<file path="src/design/cpf_pkg.sv">
`timescale 1ns / 1ps
// Shared types, constants and arithmetic helpers of the phase-current front end.
package cpf_pkg;

  localparam int CFG_IDX_W  = 3;
  localparam int CFG_DATA_W = 16;

  localparam logic [CFG_IDX_W-1:0] REG_OFFSET_A        = 3'd0;
  localparam logic [CFG_IDX_W-1:0] REG_OFFSET_B        = 3'd1;
  localparam logic [CFG_IDX_W-1:0] REG_CURRENT_GAIN    = 3'd2;
  localparam logic [CFG_IDX_W-1:0] REG_FILTER_WEIGHT_Q = 3'd3;
  localparam logic [CFG_IDX_W-1:0] REG_FILTER_WEIGHT_D = 3'd4;

  localparam logic [11:0] OFFSET_A_RESET        = 12'd2048;
  localparam logic [11:0] OFFSET_B_RESET        = 12'd2048;
  localparam logic [15:0] CURRENT_GAIN_RESET    = 16'd1690;
  localparam logic [15:0] FILTER_WEIGHT_Q_RESET = 16'd3277;
  localparam logic [15:0] FILTER_WEIGHT_D_RESET = 16'd6554;

  // 1/sqrt(3) in Q16.
  localparam logic signed [17:0] INV_SQRT3_Q16 = 18'sd37837;
  localparam logic [15:0]        QUARTER_TURN  = 16'd16384;

  typedef enum logic [3:0] {
    S_IDLE,
    S_IA,
    S_IB,
    S_WAIT_IB,
    S_BETA,
    S_WAIT_BETA,
    S_AC,
    S_BS,
    S_BC,
    S_AS,
    S_FD,
    S_FQ,
    S_WAIT_FQ,
    S_OUT
  } ctrl_state_t;

  typedef enum logic [3:0] {
    OP_NONE,
    OP_MUL_IA,
    OP_MUL_IB,
    OP_MUL_BETA,
    OP_MUL_AC,
    OP_MUL_BS,
    OP_MUL_BC,
    OP_MUL_AS,
    OP_MUL_FD,
    OP_MUL_FQ
  } dp_op_t;

  typedef enum logic [1:0] {
    ROM_NONE,
    ROM_SIN,
    ROM_COS
  } rom_op_t;

  typedef struct packed {
    dp_op_t  op;
    rom_op_t rom_op;
    logic    load_in;
    logic    load_out;
  } dp_cmd_t;

  function automatic logic signed [15:0] sat16(input logic signed [47:0] v);
    logic signed [15:0] r;
    if (v > 48'sd32767) begin
      r = 16'sd32767;
    end else if (v < -48'sd32768) begin
      r = -16'sd32768;
    end else begin
      r = v[15:0];
    end
    return r;
  endfunction

  function automatic logic signed [23:0] clamp24(input logic signed [47:0] v);
    logic signed [23:0] r;
    if (v > 48'sd8388607) begin
      r = 24'sd8388607;
    end else if (v < -48'sd8388608) begin
      r = -24'sd8388608;
    end else begin
      r = v[23:0];
    end
    return r;
  endfunction

endpackage

</file>
<file path="src/design/cpf_intf.sv">
`timescale 1ns / 1ps
// Valid/ready channel interfaces for sample input and current results.
interface cpf_in_if;
  logic        valid;
  logic        ready;
  logic [11:0] sample_a;
  logic [11:0] sample_b;
  logic [15:0] elec_angle;

  modport source (output valid, output sample_a, output sample_b, output elec_angle,
                  input ready);
  modport sink (input valid, input sample_a, input sample_b, input elec_angle,
                output ready);
endinterface

interface cpf_out_if;
  logic               valid;
  logic               ready;
  logic signed [15:0] i_alpha;
  logic signed [15:0] i_beta;
  logic signed [15:0] i_d_filtered;
  logic signed [15:0] i_q_filtered;

  modport source (output valid, output i_alpha, output i_beta, output i_d_filtered,
                  output i_q_filtered, input ready);
  modport sink (input valid, input i_alpha, input i_beta, input i_d_filtered,
                input i_q_filtered, output ready);
endinterface

</file>
<file path="src/design/phase_current_clarke_park_filter_unit.sv">
`timescale 1ns / 1ps
// Top level of the phase-current Clarke/Park front end with d/q low-pass filters.
//
// Each input transaction carries two raw phase ADC codes and an electrical angle
// and yields one result transaction with alpha, beta and the filtered d and q
// currents in Q12 amps. The nine products (two phase scalings, beta, four Park
// terms and two filter updates) go one per cycle through a single shared 25x18
// multiplier, with wait states where a product or the result register needs the
// rounded result of the one before. The input is accepted again as soon as the
// result is in the output register, so a result still waiting to be taken does
// not stall the next transaction until its own result is ready. The sine table
// is a constant ROM with a registered read and needs no fill after reset. The
// user must write the configuration registers through the cfg port only while
// idle; the block itself does not enforce this.
module phase_current_clarke_park_filter_unit import cpf_pkg::*; #(
  parameter int SINE_TABLE_DEPTH = 256
) (
  input  logic                  clk,
  input  logic                  rst_n,
  cpf_in_if.sink                in_ch,
  cpf_out_if.source             out_ch,
  input  logic                  cfg_we,
  input  logic [CFG_IDX_W-1:0]  cfg_index,
  input  logic [CFG_DATA_W-1:0] cfg_data
);

  dp_cmd_t cmd;

  cpf_ctrl u_ctrl (
    .clk       (clk),
    .rst_n     (rst_n),
    .in_valid  (in_ch.valid),
    .in_ready  (in_ch.ready),
    .out_valid (out_ch.valid),
    .out_ready (out_ch.ready),
    .cmd       (cmd)
  );

  cpf_datapath #(
    .SINE_TABLE_DEPTH (SINE_TABLE_DEPTH)
  ) u_datapath (
    .clk          (clk),
    .rst_n        (rst_n),
    .cmd          (cmd),
    .cfg_we       (cfg_we),
    .cfg_index    (cfg_index),
    .cfg_data     (cfg_data),
    .sample_a     (in_ch.sample_a),
    .sample_b     (in_ch.sample_b),
    .elec_angle   (in_ch.elec_angle),
    .i_alpha      (out_ch.i_alpha),
    .i_beta       (out_ch.i_beta),
    .i_d_filtered (out_ch.i_d_filtered),
    .i_q_filtered (out_ch.i_q_filtered)
  );

endmodule

</file>
<file path="src/design/cpf_ctrl.sv">
`timescale 1ns / 1ps
// Sequencer that walks one transaction through the shared multiplier.
module cpf_ctrl import cpf_pkg::*; (
  input  logic    clk,
  input  logic    rst_n,
  input  logic    in_valid,
  output logic    in_ready,
  output logic    out_valid,
  input  logic    out_ready,
  output dp_cmd_t cmd
);

  ctrl_state_t state_r, state_nxt;
  logic        out_valid_r, out_valid_nxt;

  always_ff @(posedge clk) begin
    if (!rst_n) begin
      state_r     <= S_IDLE;
      out_valid_r <= 1'b0;
    end else begin
      state_r     <= state_nxt;
      out_valid_r <= out_valid_nxt;
    end
  end

  always_comb begin
    state_nxt      = state_r;
    cmd.op         = OP_NONE;
    cmd.rom_op     = ROM_NONE;
    cmd.load_in    = 1'b0;
    cmd.load_out   = 1'b0;
    in_ready       = 1'b0;
    unique case (state_r)
      S_IDLE: begin
        in_ready = 1'b1;
        if (in_valid) begin
          cmd.load_in = 1'b1;
          state_nxt   = S_IA;
        end
      end
      S_IA: begin
        cmd.op     = OP_MUL_IA;
        cmd.rom_op = ROM_SIN;
        state_nxt  = S_IB;
      end
      S_IB: begin
        cmd.op     = OP_MUL_IB;
        cmd.rom_op = ROM_COS;
        state_nxt  = S_WAIT_IB;
      end
      S_WAIT_IB:   state_nxt = S_BETA;
      S_BETA: begin
        cmd.op    = OP_MUL_BETA;
        state_nxt = S_WAIT_BETA;
      end
      S_WAIT_BETA: state_nxt = S_AC;
      S_AC: begin
        cmd.op    = OP_MUL_AC;
        state_nxt = S_BS;
      end
      S_BS: begin
        cmd.op    = OP_MUL_BS;
        state_nxt = S_BC;
      end
      S_BC: begin
        cmd.op    = OP_MUL_BC;
        state_nxt = S_AS;
      end
      S_AS: begin
        cmd.op    = OP_MUL_AS;
        state_nxt = S_FD;
      end
      S_FD: begin
        cmd.op    = OP_MUL_FD;
        state_nxt = S_FQ;
      end
      S_FQ: begin
        cmd.op    = OP_MUL_FQ;
        state_nxt = S_WAIT_FQ;
      end
      S_WAIT_FQ:   state_nxt = S_OUT;
      S_OUT: begin
        // The result register is free once its previous transaction has gone.
        if (!out_valid_r || out_ready) begin
          cmd.load_out = 1'b1;
          state_nxt    = S_IDLE;
        end
      end
      default:     state_nxt = S_IDLE;
    endcase
  end

  always_comb begin
    if (cmd.load_out) begin
      out_valid_nxt = 1'b1;
    end else if (out_ready) begin
      out_valid_nxt = 1'b0;
    end else begin
      out_valid_nxt = out_valid_r;
    end
  end

  assign out_valid = out_valid_r;

endmodule

</file>
<file path="src/design/cpf_datapath.sv">
`timescale 1ns / 1ps
// Datapath: configuration registers, sine table, shared multiplier and filter state.
module cpf_datapath import cpf_pkg::*; #(
  parameter int SINE_TABLE_DEPTH = 256
) (
  input  logic                  clk,
  input  logic                  rst_n,
  input  dp_cmd_t               cmd,
  input  logic                  cfg_we,
  input  logic [CFG_IDX_W-1:0]  cfg_index,
  input  logic [CFG_DATA_W-1:0] cfg_data,
  input  logic [11:0]           sample_a,
  input  logic [11:0]           sample_b,
  input  logic [15:0]           elec_angle,
  output logic signed [15:0]    i_alpha,
  output logic signed [15:0]    i_beta,
  output logic signed [15:0]    i_d_filtered,
  output logic signed [15:0]    i_q_filtered
);

  localparam int IDX_W = $clog2(SINE_TABLE_DEPTH);
  localparam int IX_W  = 15 + IDX_W + 1;

  // Quarter-wave entry from an odd polynomial in Q30, rounded shifts throughout.
  function automatic logic [15:0] make_entry(input int unsigned i);
    longint c0, c1, c2, c3, c4, c5;
    longint x, x2, acc;
    c0  = 64'sd1686629713;
    c1  = -64'sd693598669;
    c2  = 64'sd85569306;
    c3  = -64'sd5026995;
    c4  = 64'sd172272;
    c5  = -64'sd3864;
    x   = (longint'(i) <<< 30) / SINE_TABLE_DEPTH;
    x2  = (x * x + 64'sd536870912) >>> 30;
    acc = c5;
    acc = c4 + ((acc * x2 + 64'sd536870912) >>> 30);
    acc = c3 + ((acc * x2 + 64'sd536870912) >>> 30);
    acc = c2 + ((acc * x2 + 64'sd536870912) >>> 30);
    acc = c1 + ((acc * x2 + 64'sd536870912) >>> 30);
    acc = c0 + ((acc * x2 + 64'sd536870912) >>> 30);
    acc = (acc * x + 64'sd536870912) >>> 30;
    acc = (acc * 64'sd32767 + 64'sd536870912) >>> 30;
    if (acc < 0) begin
      acc = 0;
    end else if (acc > 32767) begin
      acc = 32767;
    end
    return acc[15:0];
  endfunction

  logic [15:0] sine_rom [SINE_TABLE_DEPTH];

  for (genvar g = 0; g < SINE_TABLE_DEPTH; g++) begin : g_rom
    assign sine_rom[g] = make_entry(g);
  end

  logic [11:0] offset_a_r, offset_b_r;
  logic [15:0] gain_r, weight_q_r, weight_d_r;

  always_ff @(posedge clk) begin
    if (!rst_n) begin
      offset_a_r <= OFFSET_A_RESET;
      offset_b_r <= OFFSET_B_RESET;
      gain_r     <= CURRENT_GAIN_RESET;
      weight_q_r <= FILTER_WEIGHT_Q_RESET;
      weight_d_r <= FILTER_WEIGHT_D_RESET;
    end else if (cfg_we) begin
      unique case (cfg_index)
        REG_OFFSET_A:        offset_a_r <= cfg_data[11:0];
        REG_OFFSET_B:        offset_b_r <= cfg_data[11:0];
        REG_CURRENT_GAIN:    gain_r     <= cfg_data;
        REG_FILTER_WEIGHT_Q: weight_q_r <= cfg_data;
        REG_FILTER_WEIGHT_D: weight_d_r <= cfg_data;
        default: ;
      endcase
    end
  end

  logic signed [12:0] da_r, db_r;
  logic [15:0]        angle_r;

  always_ff @(posedge clk) begin
    if (cmd.load_in) begin
      da_r    <= $signed({1'b0, offset_a_r}) - $signed({1'b0, sample_a});
      db_r    <= $signed({1'b0, offset_b_r}) - $signed({1'b0, sample_b});
      angle_r <= elec_angle;
    end
  end

  // Sine and cosine lookup: fold the angle into the first quadrant, read the
  // table through a registered read, then apply the quarter point and the sign.
  logic [15:0]      rom_ang;
  logic [1:0]       rom_quad;
  logic [14:0]      rom_pos, rom_u;
  logic [IX_W-1:0]  rom_idx_full;
  logic [IDX_W-1:0] rom_idx;
  logic             rom_top;

  always_comb begin
    rom_ang      = (cmd.rom_op == ROM_COS) ? angle_r + QUARTER_TURN : angle_r;
    rom_quad     = rom_ang[15:14];
    rom_pos      = {1'b0, rom_ang[13:0]};
    rom_u        = rom_quad[0] ? 15'd16384 - rom_pos : rom_pos;
    rom_idx_full = (IX_W'(rom_u) * IX_W'(SINE_TABLE_DEPTH)) >> 14;
    rom_top      = rom_idx_full >= IX_W'(SINE_TABLE_DEPTH);
    rom_idx      = rom_idx_full[IDX_W-1:0];
  end

  logic [15:0]        rom_q_r;
  logic               rom_top_r, rom_neg_r;
  rom_op_t            rom_dst_r;
  logic signed [15:0] rom_mag, rom_val;
  logic signed [15:0] sn_r, cs_r;

  always_ff @(posedge clk) begin
    rom_q_r   <= sine_rom[rom_idx];
    rom_top_r <= rom_top;
    rom_neg_r <= rom_quad[1];
  end

  always_ff @(posedge clk) begin
    if (!rst_n) begin
      rom_dst_r <= ROM_NONE;
    end else begin
      rom_dst_r <= cmd.rom_op;
    end
  end

  assign rom_mag = rom_top_r ? 16'sd32767 : $signed(rom_q_r);
  assign rom_val = rom_neg_r ? -rom_mag : rom_mag;

  always_ff @(posedge clk) begin
    if (rom_dst_r == ROM_SIN) begin
      sn_r <= rom_val;
    end
    if (rom_dst_r == ROM_COS) begin
      cs_r <= rom_val;
    end
  end

  // Working registers of the current transaction.
  logic signed [20:0] ia_r, ib_r;
  logic signed [15:0] alpha_r, beta_r, id_r, iq_r;
  logic signed [32:0] acc_r;
  logic signed [23:0] sd_r, sq_r;

  logic signed [22:0] beta_sum;
  logic signed [24:0] diff_d, diff_q;
  logic signed [24:0] mul_a;
  logic signed [17:0] mul_b;
  logic signed [42:0] mul_p, prod_r;
  dp_op_t             last_op_r;

  assign beta_sum = 23'(ia_r) + (23'(ib_r) <<< 1);
  assign diff_d   = (25'(id_r) <<< 8) - 25'(sd_r);
  assign diff_q   = (25'(iq_r) <<< 8) - 25'(sq_r);

  always_comb begin
    mul_a = '0;
    mul_b = '0;
    unique case (cmd.op)
      OP_MUL_IA: begin
        mul_a = 25'(da_r);
        mul_b = $signed({2'b00, gain_r});
      end
      OP_MUL_IB: begin
        mul_a = 25'(db_r);
        mul_b = $signed({2'b00, gain_r});
      end
      OP_MUL_BETA: begin
        mul_a = 25'(beta_sum);
        mul_b = INV_SQRT3_Q16;
      end
      OP_MUL_AC: begin
        mul_a = 25'(alpha_r);
        mul_b = 18'(cs_r);
      end
      OP_MUL_BS: begin
        mul_a = 25'(beta_r);
        mul_b = 18'(sn_r);
      end
      OP_MUL_BC: begin
        mul_a = 25'(beta_r);
        mul_b = 18'(cs_r);
      end
      OP_MUL_AS: begin
        mul_a = 25'(alpha_r);
        mul_b = 18'(sn_r);
      end
      OP_MUL_FD: begin
        mul_a = diff_d;
        mul_b = $signed({2'b00, weight_d_r});
      end
      OP_MUL_FQ: begin
        mul_a = diff_q;
        mul_b = $signed({2'b00, weight_q_r});
      end
      default: ;
    endcase
  end

  assign mul_p = mul_a * mul_b;

  always_ff @(posedge clk) begin
    prod_r <= mul_p;
  end

  always_ff @(posedge clk) begin
    if (!rst_n) begin
      last_op_r <= OP_NONE;
    end else begin
      last_op_r <= cmd.op;
    end
  end

  // Results of the product registered in the previous cycle.
  logic signed [42:0] ph_rnd;
  logic signed [47:0] filt_step;

  assign ph_rnd    = prod_r + 43'sd128;
  assign filt_step = (48'(prod_r) + 48'sd32768) >>> 16;

  always_ff @(posedge clk) begin
    unique case (last_op_r)
      OP_MUL_IA: ia_r <= ph_rnd[28:8];
      OP_MUL_IB: begin
        ib_r    <= ph_rnd[28:8];
        alpha_r <= sat16(48'(ia_r));
      end
      OP_MUL_BETA: beta_r <= sat16((48'(prod_r) + 48'sd32768) >>> 16);
      OP_MUL_AC:   acc_r  <= prod_r[32:0];
      OP_MUL_BS:   id_r   <= sat16((48'(acc_r) + 48'(prod_r) + 48'sd16384) >>> 15);
      OP_MUL_BC:   acc_r  <= prod_r[32:0];
      OP_MUL_AS:   iq_r   <= sat16((48'(acc_r) - 48'(prod_r) + 48'sd16384) >>> 15);
      default: ;
    endcase
  end

  // Filter state carries over from one transaction to the next and is cleared by reset.
  always_ff @(posedge clk) begin
    if (!rst_n) begin
      sd_r <= '0;
      sq_r <= '0;
    end else begin
      if (last_op_r == OP_MUL_FD) begin
        sd_r <= clamp24(48'(sd_r) + filt_step);
      end
      if (last_op_r == OP_MUL_FQ) begin
        sq_r <= clamp24(48'(sq_r) + filt_step);
      end
    end
  end

  logic signed [15:0] out_alpha_r, out_beta_r, out_d_r, out_q_r;

  always_ff @(posedge clk) begin
    if (cmd.load_out) begin
      out_alpha_r <= alpha_r;
      out_beta_r  <= beta_r;
      out_d_r     <= sat16((48'(sd_r) + 48'sd128) >>> 8);
      out_q_r     <= sat16((48'(sq_r) + 48'sd128) >>> 8);
    end
  end

  assign i_alpha      = out_alpha_r;
  assign i_beta       = out_beta_r;
  assign i_d_filtered = out_d_r;
  assign i_q_filtered = out_q_r;

endmodule

</file>
<file path="src/flat_wrapper.sv">
// flat-port wrapper written by rule: the top's interface ports become plain ports
module phase_current_clarke_park_filter_unit_flat import cpf_pkg::*;
#(
  parameter int SINE_TABLE_DEPTH = 256
)
  (clk, rst_n, cfg_we, cfg_index, cfg_data, in_ch_valid, in_ch_sample_a, in_ch_sample_b, in_ch_elec_angle, in_ch_ready, out_ch_valid, out_ch_i_alpha, out_ch_i_beta, out_ch_i_d_filtered, out_ch_i_q_filtered, out_ch_ready);
  cpf_in_if in_ch_i ();
  cpf_out_if out_ch_i ();
  input  logic clk;
  input  logic rst_n;
  input  logic cfg_we;
  input  logic [CFG_IDX_W-1:0] cfg_index;
  input  logic [CFG_DATA_W-1:0] cfg_data;
  input wire logic [$bits(in_ch_i.valid)-1:0] in_ch_valid;
  input wire logic [$bits(in_ch_i.sample_a)-1:0] in_ch_sample_a;
  input wire logic [$bits(in_ch_i.sample_b)-1:0] in_ch_sample_b;
  input wire logic [$bits(in_ch_i.elec_angle)-1:0] in_ch_elec_angle;
  output wire logic [$bits(in_ch_i.ready)-1:0] in_ch_ready;
  output wire logic [$bits(out_ch_i.valid)-1:0] out_ch_valid;
  output wire logic [$bits(out_ch_i.i_alpha)-1:0] out_ch_i_alpha;
  output wire logic [$bits(out_ch_i.i_beta)-1:0] out_ch_i_beta;
  output wire logic [$bits(out_ch_i.i_d_filtered)-1:0] out_ch_i_d_filtered;
  output wire logic [$bits(out_ch_i.i_q_filtered)-1:0] out_ch_i_q_filtered;
  input wire logic [$bits(out_ch_i.ready)-1:0] out_ch_ready;
  assign in_ch_i.valid = in_ch_valid;
  assign in_ch_i.sample_a = in_ch_sample_a;
  assign in_ch_i.sample_b = in_ch_sample_b;
  assign in_ch_i.elec_angle = in_ch_elec_angle;
  assign in_ch_ready = in_ch_i.ready;
  assign out_ch_valid = out_ch_i.valid;
  assign out_ch_i_alpha = out_ch_i.i_alpha;
  assign out_ch_i_beta = out_ch_i.i_beta;
  assign out_ch_i_d_filtered = out_ch_i.i_d_filtered;
  assign out_ch_i_q_filtered = out_ch_i.i_q_filtered;
  assign out_ch_i.ready = out_ch_ready;
  phase_current_clarke_park_filter_unit #(.SINE_TABLE_DEPTH(SINE_TABLE_DEPTH)) u_core (.clk(clk), .rst_n(rst_n), .in_ch(in_ch_i), .out_ch(out_ch_i), .cfg_we(cfg_we), .cfg_index(cfg_index), .cfg_data(cfg_data));
endmodule
</file>
<file path="config.mk">
export PLATFORM = sky130hd
export DESIGN_NAME = phase_current_clarke_park_filter_unit_flat
export DESIGN_NICKNAME = d
export VERILOG_FILES = /design/src/design/cpf_pkg.sv /design/src/design/cpf_intf.sv /design/src/design/phase_current_clarke_park_filter_unit.sv /design/src/design/cpf_ctrl.sv /design/src/design/cpf_datapath.sv /design/src/flat_wrapper.sv
export SDC_FILE = /design/constraint.sdc
export NUM_CORES = 2
export LEC_CHECK = 0
export ABC_AREA = 1
export BUFFER_PORTS_ARGS = -buffer_cell sky130_fd_sc_hd__buf_2
export CORE_MARGIN = 2
export CORE_UTILIZATION = 25
export CTS_BUF_LIST = sky130_fd_sc_hd__clkbuf_4
export CTS_CLUSTER_SIZE = 30
export DETAILED_ROUTE_END_ITERATION = 16
export PLACE_DENSITY = 0.39
export SLEW_MARGIN = 30
export SYNTH_ARGS = -nofsm -noshare
export SYNTH_HDL_FRONTEND = slang
export SYNTH_SLANG_ARGS = --single-unit
</file>
<file path="constraint.sdc">
create_clock -name clk -period 19.05 [get_ports clk]
set_input_delay 0.9525 -clock clk [delete_from_list [all_inputs] [get_ports clk]]
set_output_delay 0.9525 -clock clk [all_outputs]
set_load 0.005 [all_outputs]
</file>
==> Yosys cells after proc, flatten, opt, wreduce, memory -nomap -nowiden <==
Memories as Yosys holds them, arrays and structs flattened. A register that Yosys moved wholly into a read port is not among the register bits.
Index checks and enable logic that the tools add are counted.
{ "classes": {"add_sub_neg": 18, "multipliers": 1, "n_div": 0, "n_lt_le_gt_ge": 17, "n_eq_ne": 40, "shift": 0, "n_mux": 28, "bitwise": 1, "reduce_logical": 17} }
{ "op_table": {"columns": ["operator", "n"], "rows": [
  ["$pmux W25 S7", 1],
  ["$mux W16", 9],
  ["$pmux W18 S6", 1],
  ["$mux W24", 4],
  ["$add A44 B16 Y45 const B", 2],
  ["$gt A30 B16 Y1 const B", 2],
  ["$lt A30 B16 Y1 const B", 2],
  ["$add A24 B28 Y29", 2],
  ["$gt A29 B24 Y1 const B", 2],
  ["$lt A29 B24 Y1 const B", 2],
  ["$pmux W4 S14", 1],
  ["$add A24 B9 Y25 const B", 2],
  ["$sub A24 B24 Y25", 2],
  ["$eq A4 B3 Y1 const B", 12],
  ["$add A33 B43 Y44", 1],
  ["$add A43 B17 Y44 const B", 1],
  ["$sub A33 B43 Y44", 1],
  ["$mul A25 B18 Y43", 1],
  ["$eq A4 B4 Y1 const B", 10],
  ["$pmux W4 S9", 1],
  ["$gt A17 B16 Y1 const B", 2],
  ["$lt A17 B16 Y1 const B", 2],
  ["$add A29 B9 Y29 const B", 1],
  ["$gt A28 B16 Y1 const B", 1],
  ["other kinds (29)", 57]
]} }
{ "word_totals": {"ff_bits": 453, "latchBits": 0, "ram_bits": 0, "romBits": 4096, "inputBits": 64, "out_inout_bits": 66, "elab_cells": 153, "n_memories": 1} }
{ "memory_table": {"columns": ["memory", "depth", "word_bits", "read_ports", "rd_ports_with_merged_regs", "write_ports", "line", "text"], "rows": [
  ["(name not given)", 256, 16, 1, 1, 0, "cpf_datapath.sv:117", "rom_q_r <= sine_rom[rom_idx];"]
]} }

==> Logic depth before layout (Yosys ltp) <==
{ "depth": {"depth_word": 7, "ltp_mapped": 40, "depth_no_buf": 39} }

==> By module <==
From an unflattened synthesis, not the netlist that was laid out.
{ "unflattened": {"hier_cells": 7525, "hier_area_um2": 53831.6} }
{ "modules_own_cells": {"columns": ["mod", "n_inst", "cells_each", "area_each_um2", "seq_area_each_um2"], "rows": [
  ["cpf_datapath", 1, 7460, 53467.5, 12041.5],
  ["cpf_ctrl", 1, 65, 364.1, 100.1]
]} }

==> Worst setup path before layout <==
OpenSTA, ideal clock, no wires.
{ "synth_timing": {"path_kind": "reg2reg", "start": "register u_core.u_datapath.sd_r[16]", "end": "register u_core.u_datapath.prod_r[40]", "setup_time_ns": 0.072, "arrival_time_ns": 7.069, "required_time_ns": 18.978, "slack_ns": 11.909, "path_stages_with_launch": 36, "path_buffers": 2, "period_less_slack_ns": 7.141, "path_cell_list": "dfxtp_1 -> clkbuf_1 -> inv_1 -> ha_1 -> nand2_1 -> o21ai_0 -> inv_1 -> nor3_1 -> nor3b_1 -> nand3_1 -> nand2_1 -> nand2_1 -> nand2_1 -> nand2_1 -> nand3_1 -> buf_2 -> nand2_1 -> fa_1 -> inv_1 -> fa_1 -> fa_1 -> fa_1 -> fa_1 -> inv_1 -> fa_1 -> inv_1 -> ha_1 -> nand2_1 -> nor2_1 -> inv_1 -> nor4_1 -> nand3_1 -> nand3_1 -> nand2_1 -> nand2_1 -> xor2_1"} }
{ "synth_via": {"elab_chain_cells": 3} }
{ "synth_rtl": {"columns": ["element", "line", "text"], "rows": [
  ["start, declared", "cpf_datapath.sv:146", "logic signed [23:0] sd_r, sq_r;"],
  ["start signal, assigned", "cpf_datapath.sv:247", "sd_r <= clamp24(48'(sd_r) + filt_step);"],
  ["$sub A24 B24 Y25", "cpf_datapath.sv:156", "assign diff_d = (25'(id_r) <<< 8) - 25'(sd_r);"],
  ["$pmux W25 S7", "cpf_datapath.sv:162", "unique case (cmd.op)"],
  ["$mul A25 B18 Y43", "cpf_datapath.sv:203", "assign mul_p = mul_a * mul_b;"],
  ["via u_core.u_datapath.mul_p[40]", "cpf_datapath.sv:152", "logic signed [42:0] mul_p, prod_r;"],
  ["end signal, assigned", "cpf_datapath.sv:206", "prod_r <= mul_p;"],
  ["end, declared", "cpf_datapath.sv:152", null]
]} }
The timed path passes the listed nets, and every way through them passes these cells.
A chain may end at the register's enable or synchronous reset.

==> Final worst setup path <==
{ "layout_timing": {"start": "register u_core.u_datapath.sq_r[12]", "end": "register u_core.u_datapath.prod_r[34]"} }
{ "layout_via": {"elab_chain_cells": 3} }
{ "layout_rtl": {"columns": ["element", "line", "text"], "rows": [
  ["start, declared", "cpf_datapath.sv:146", null],
  ["start signal, assigned", "cpf_datapath.sv:250", "sq_r <= clamp24(48'(sq_r) + filt_step);"],
  ["$sub A24 B24 Y25", "cpf_datapath.sv:157", "assign diff_q = (25'(iq_r) <<< 8) - 25'(sq_r);"],
  ["$pmux W25 S7", "cpf_datapath.sv:162", null],
  ["$mul A25 B18 Y43", "cpf_datapath.sv:203", null],
  ["via u_core.u_datapath.mul_p[34]", "cpf_datapath.sv:152", null]
]} }
The timed path passes the listed nets, and every way through them passes these cells.

==> parameters.txt <==
Parameter                              Value

Outcome
  Status ... completed

Worst setup path
  Crit path max-delay cell type ... fa_1
  Element type at the critical path end ... register
  Crit Path Max Fanout ... 11
  Most common cell type on the critical path ... inv_1
  Data required time of the critical path ... 20.03 ns
  Critical path data arrival time ... 10.16 ns
  Type of the worst setup path ... register to register
  Type of element launching the critical path ... register
  Biggest cell delay along the critical path ... 0.61 ns

Synth
  Number of synthesized flops with an enable pin ... 277
  Post-Synthesis Cells ... 7723
  Top cell type by total area after synthesis ... fa_1
  Proportion of synthesized chip area in sequential cells ... 22.2%
  Most frequent cell after synthesis ... nand2_1
  Yosys warnings ... 0
  Top cells by area, synth ... fa_1 (16%), edfxtp_1 (15%), nand2_1 (14%)
  Number of storage elements in the synthesis netlist ... 468
  Top flip-flop cell by instance count after synthesis ... edfxtp_1
  Post-synthesis area per instance ... 7.08 sq um
  Netlist area before placement ... 54700 sq um
  Cell types with the highest counts after synthesis ... nand2_1 (1999), inv_1 (1463), nor2_1 (886)
  Fraction of synthesis flops using an asynchronous set or reset pin ... 0%
  Post-synthesis net count ... 8667
  Proportion of netlist area held by the largest area contributor ... 16.4%
  Synth cell types ... 65

STA
  Final Hold Violating Endpoints ... 0
  Final sum of negative setup slack ... 0 ns
  Worst Hold Margin ... 0.156 ns
  Tightest slew margin relative to the limit ... 30.2%
  Highest attainable clock frequency ... 109 MHz
  Total of endpoints with negative setup slack in the final report ... 0
  Post-route clock period utilization ... 48.2%
  Worst Max-Slew Pin Slew ... 1.04 ns
  Slew Limit Fails ... 0
  Fin crit period ... 9.18 ns
  Final worst clock skew ... 0.143 ns
  Setup repair after global routing missed its margin ... false

Pwr
  Clock power frac ... 16.2%
  Cell leakage power ... 30.2 nW
  Reg power frac ... 21.2%
  Switching component of the power ... 0.00360 W
  Worst IR Drop VDD ... 64.9 uV
  Power per standard cell area ... 107 nW/um^2
  Internal power component ... 0.00293 W
  Net switching share of the total power ... 55.1%
  Logic gate share of total power ... 62.6%

Floorplanning
  Die width ... 472 microns
  Number of placed I/O pins ... 130
  Number of placement rows ... 171
  Vertical die dimension ... 472 microns
  Core ar. ... 217000 sq um
  Area of the die ... 223000 sq um
  Starting Density ... 25.2%

Clocking
  Number of gates resized after cts ... 0
  Number of buffers created by CTS ... 143
  Maximum clock path buffer count ... 3
  Root Buffer ... clkbuf_4
  Clock tree from TritonCTS ... done
  TritonCTS sink count ... 468
  Clock transition at path regs ... 0.07 ns
  Latest clock arrival within the worst-skew pair ... 1.19 ns
  H-tree lvl count ... 4

Global routing
  Initial antenna violation count ... 13
  Total congestion overflow ... 0
  Vias in the first global route ... 51500
  Pin count of the biggest net entering global routing ... 102
  Wire length of the first global-routing pass ... 342 mm
  Global router's overall resource usage ... 20.6%

Placement
  Count of buffers from port buffering ... 129
  Half-perimeter wire length after detailed placement ... 190 mm
  Final weighted congestion of routability-driven global placement ... 0.915

Detailed routing
  Remaining routing DRC violations ... 0
  Number of nets with antenna violations after detailed routing ... 0
  Via count ... 51200
  Routed wire length ... 231 mm
  Routed length per placed instance ... 21.2 microns
  DRC marker count from the first detailed-route iteration ... 3763
  Detailed-router iteration count before antenna repair ... 6
  Routed via count divided by cell count ... 4.70

Cells and area
  Final Net Count ... 8858
  P&R area growth vs syn ... 11.2%
  Ratio of cells with drive above 1 in the final layout ... 6.78%
  Post-Route Utilization ... 28.0%

Min path
  Path type of the worst min-delay path ... input port to register

Flow run
  Number of maximum-capacitance violations ... 0
critical path: cells and delay by family (launching register included):
kind            cells  cell delay, ns
fa+ha+maj           8            3.84
simple gates        7            1.73
xor+xnor            1            0.19
compound gates      7            1.69
buf+inv             7            1.05
flops               1            0.48
power groups by stage:
stage	Combinational, W	Sequential [W]	Clock (W)
after detailed placement	0.00405	0.00141	0
after global placement	0.00408	0.00141	0
after CTS	0.00408	0.00139	0.00111
after global routing	0.00452	0.00139	0.00116
after floorplan	0.00256	0.00132	0
final	0.00408	0.00138	0.00106
cell usage in the layout (no fill, tap or decap), types with 26 or more instances in the layout:
master         netlist  routed
clkinv_1             5      30
buf_2               66     128
ha_1               433     433
nor3_1              86      79
fa_1               447     447
clkbuf_4             0     207
nand3_1            385     383
o21bai_1            34      34
o211ai_1            26      26
edfxtp_1           277     277
inv_1             1463    1461
dlygate4sd3_1        0      26
a21oi_1            394     394
nor2_1             886     881
o21ai_1             30      31
a31oi_1             41      41
xnor2_1             59      59
buf_4               16      68
nand4_1             85      85
nand2_1           1999    1997
xor2_1             152     149
o21ai_0            300     299
dfxtp_1            191     191
state kept, by name (all words and copies together), names as in the netlist, 21 cells and up:
name	count
u_core.u_datapath.sd_r	24
u_core.u_datapath.prod_r	43
u_core.u_datapath.sq_r	24
u_core.u_datapath.acc_r	33
u_core.u_datapath.ib_r	21
u_core.u_datapath.ia_r	21
routing by layer:
metal  global-route usage, %  share of wire, %
met3                    2.52               4.5
met1                    28.7                47
met5                       0             0.018
met2                    33.4                46
met4                    5.31               2.5
metrics by stage:
| step | std cells | power [W] | instance area (sq um) | worst slack, ns |
|---|---|---|---|---|
| floorplan | 7723 | 0.00388 | 54700 | 11.91 |
| global placement | 10600 | 0.00549 | 58600 | 10.01 |
| detailed placement | 10600 | 0.00546 | 58600 | 9.93 |
| CTS | 10900 | 0.00658 | 60800 | 9.75 |
| global route | 10900 | 0.00707 | 60800 | 9.25 |
| finish | 10900 | 0.00653 | 60800 | 9.87 |
kinds of logic (layout without fill, tap and decap cells):
family | Yosys count | count (layout) | share of synthesized area, %
and+or+nand+nor | 3549 | 3549 | 26.5
adders and majority gates | 880 | 880 | 26.3
other | 0 | 10 | 0
xor gates and xnor gates | 212 | 212 | 3.41
AOI/OAI and AO/OA | 944 | 944 | 9.72
DFF | 468 | 468 | 22.2
buffers and inverters | 1670 | 1974 | 11.9
cell type report:
| class | instances | area (sq um) |
|---|---|---|
| Fill cell | 24200 | 157000 |
| Multi-Input combinational cell | 5585 | 36100 |
| Sequential cell | 468 | 12100 |
| Inverter | 1493 | 5610 |
| Tap cell | 2854 | 3570 |
| Clock buffer | 207 | 1550 |
| Timing Repair Buffer | 223 | 1420 |
| Clock inverter | 51 | 325 |
| Antenna cell | 10 | 25.0 |
worst paths after layout:
kind | start | to | slack [ns] | cells after the start
setup / recovery | u_core.u_datapath.sq_r[12] | u_core.u_datapath.prod_r[34] | 9.87 | 30
hold / removal | cfg_data[2] | u_core.u_datapath.weight_q_r[2] | 0.16 | 3
setup reg to reg | u_core.u_datapath.sq_r[12] | u_core.u_datapath.prod_r[34] | 9.87 | 30
hold reg to reg | u_core.u_datapath.alpha_r[1] | u_core.u_datapath.i_alpha[1] | 0.45 | 0
what timing repair did:
item | in CTS | in global routing
buffers inserted | 0 | 0
hold buffers | 26 | 0
endpoints found under the hold margin | 33 | 0
(Power assumes the default switching activity.)
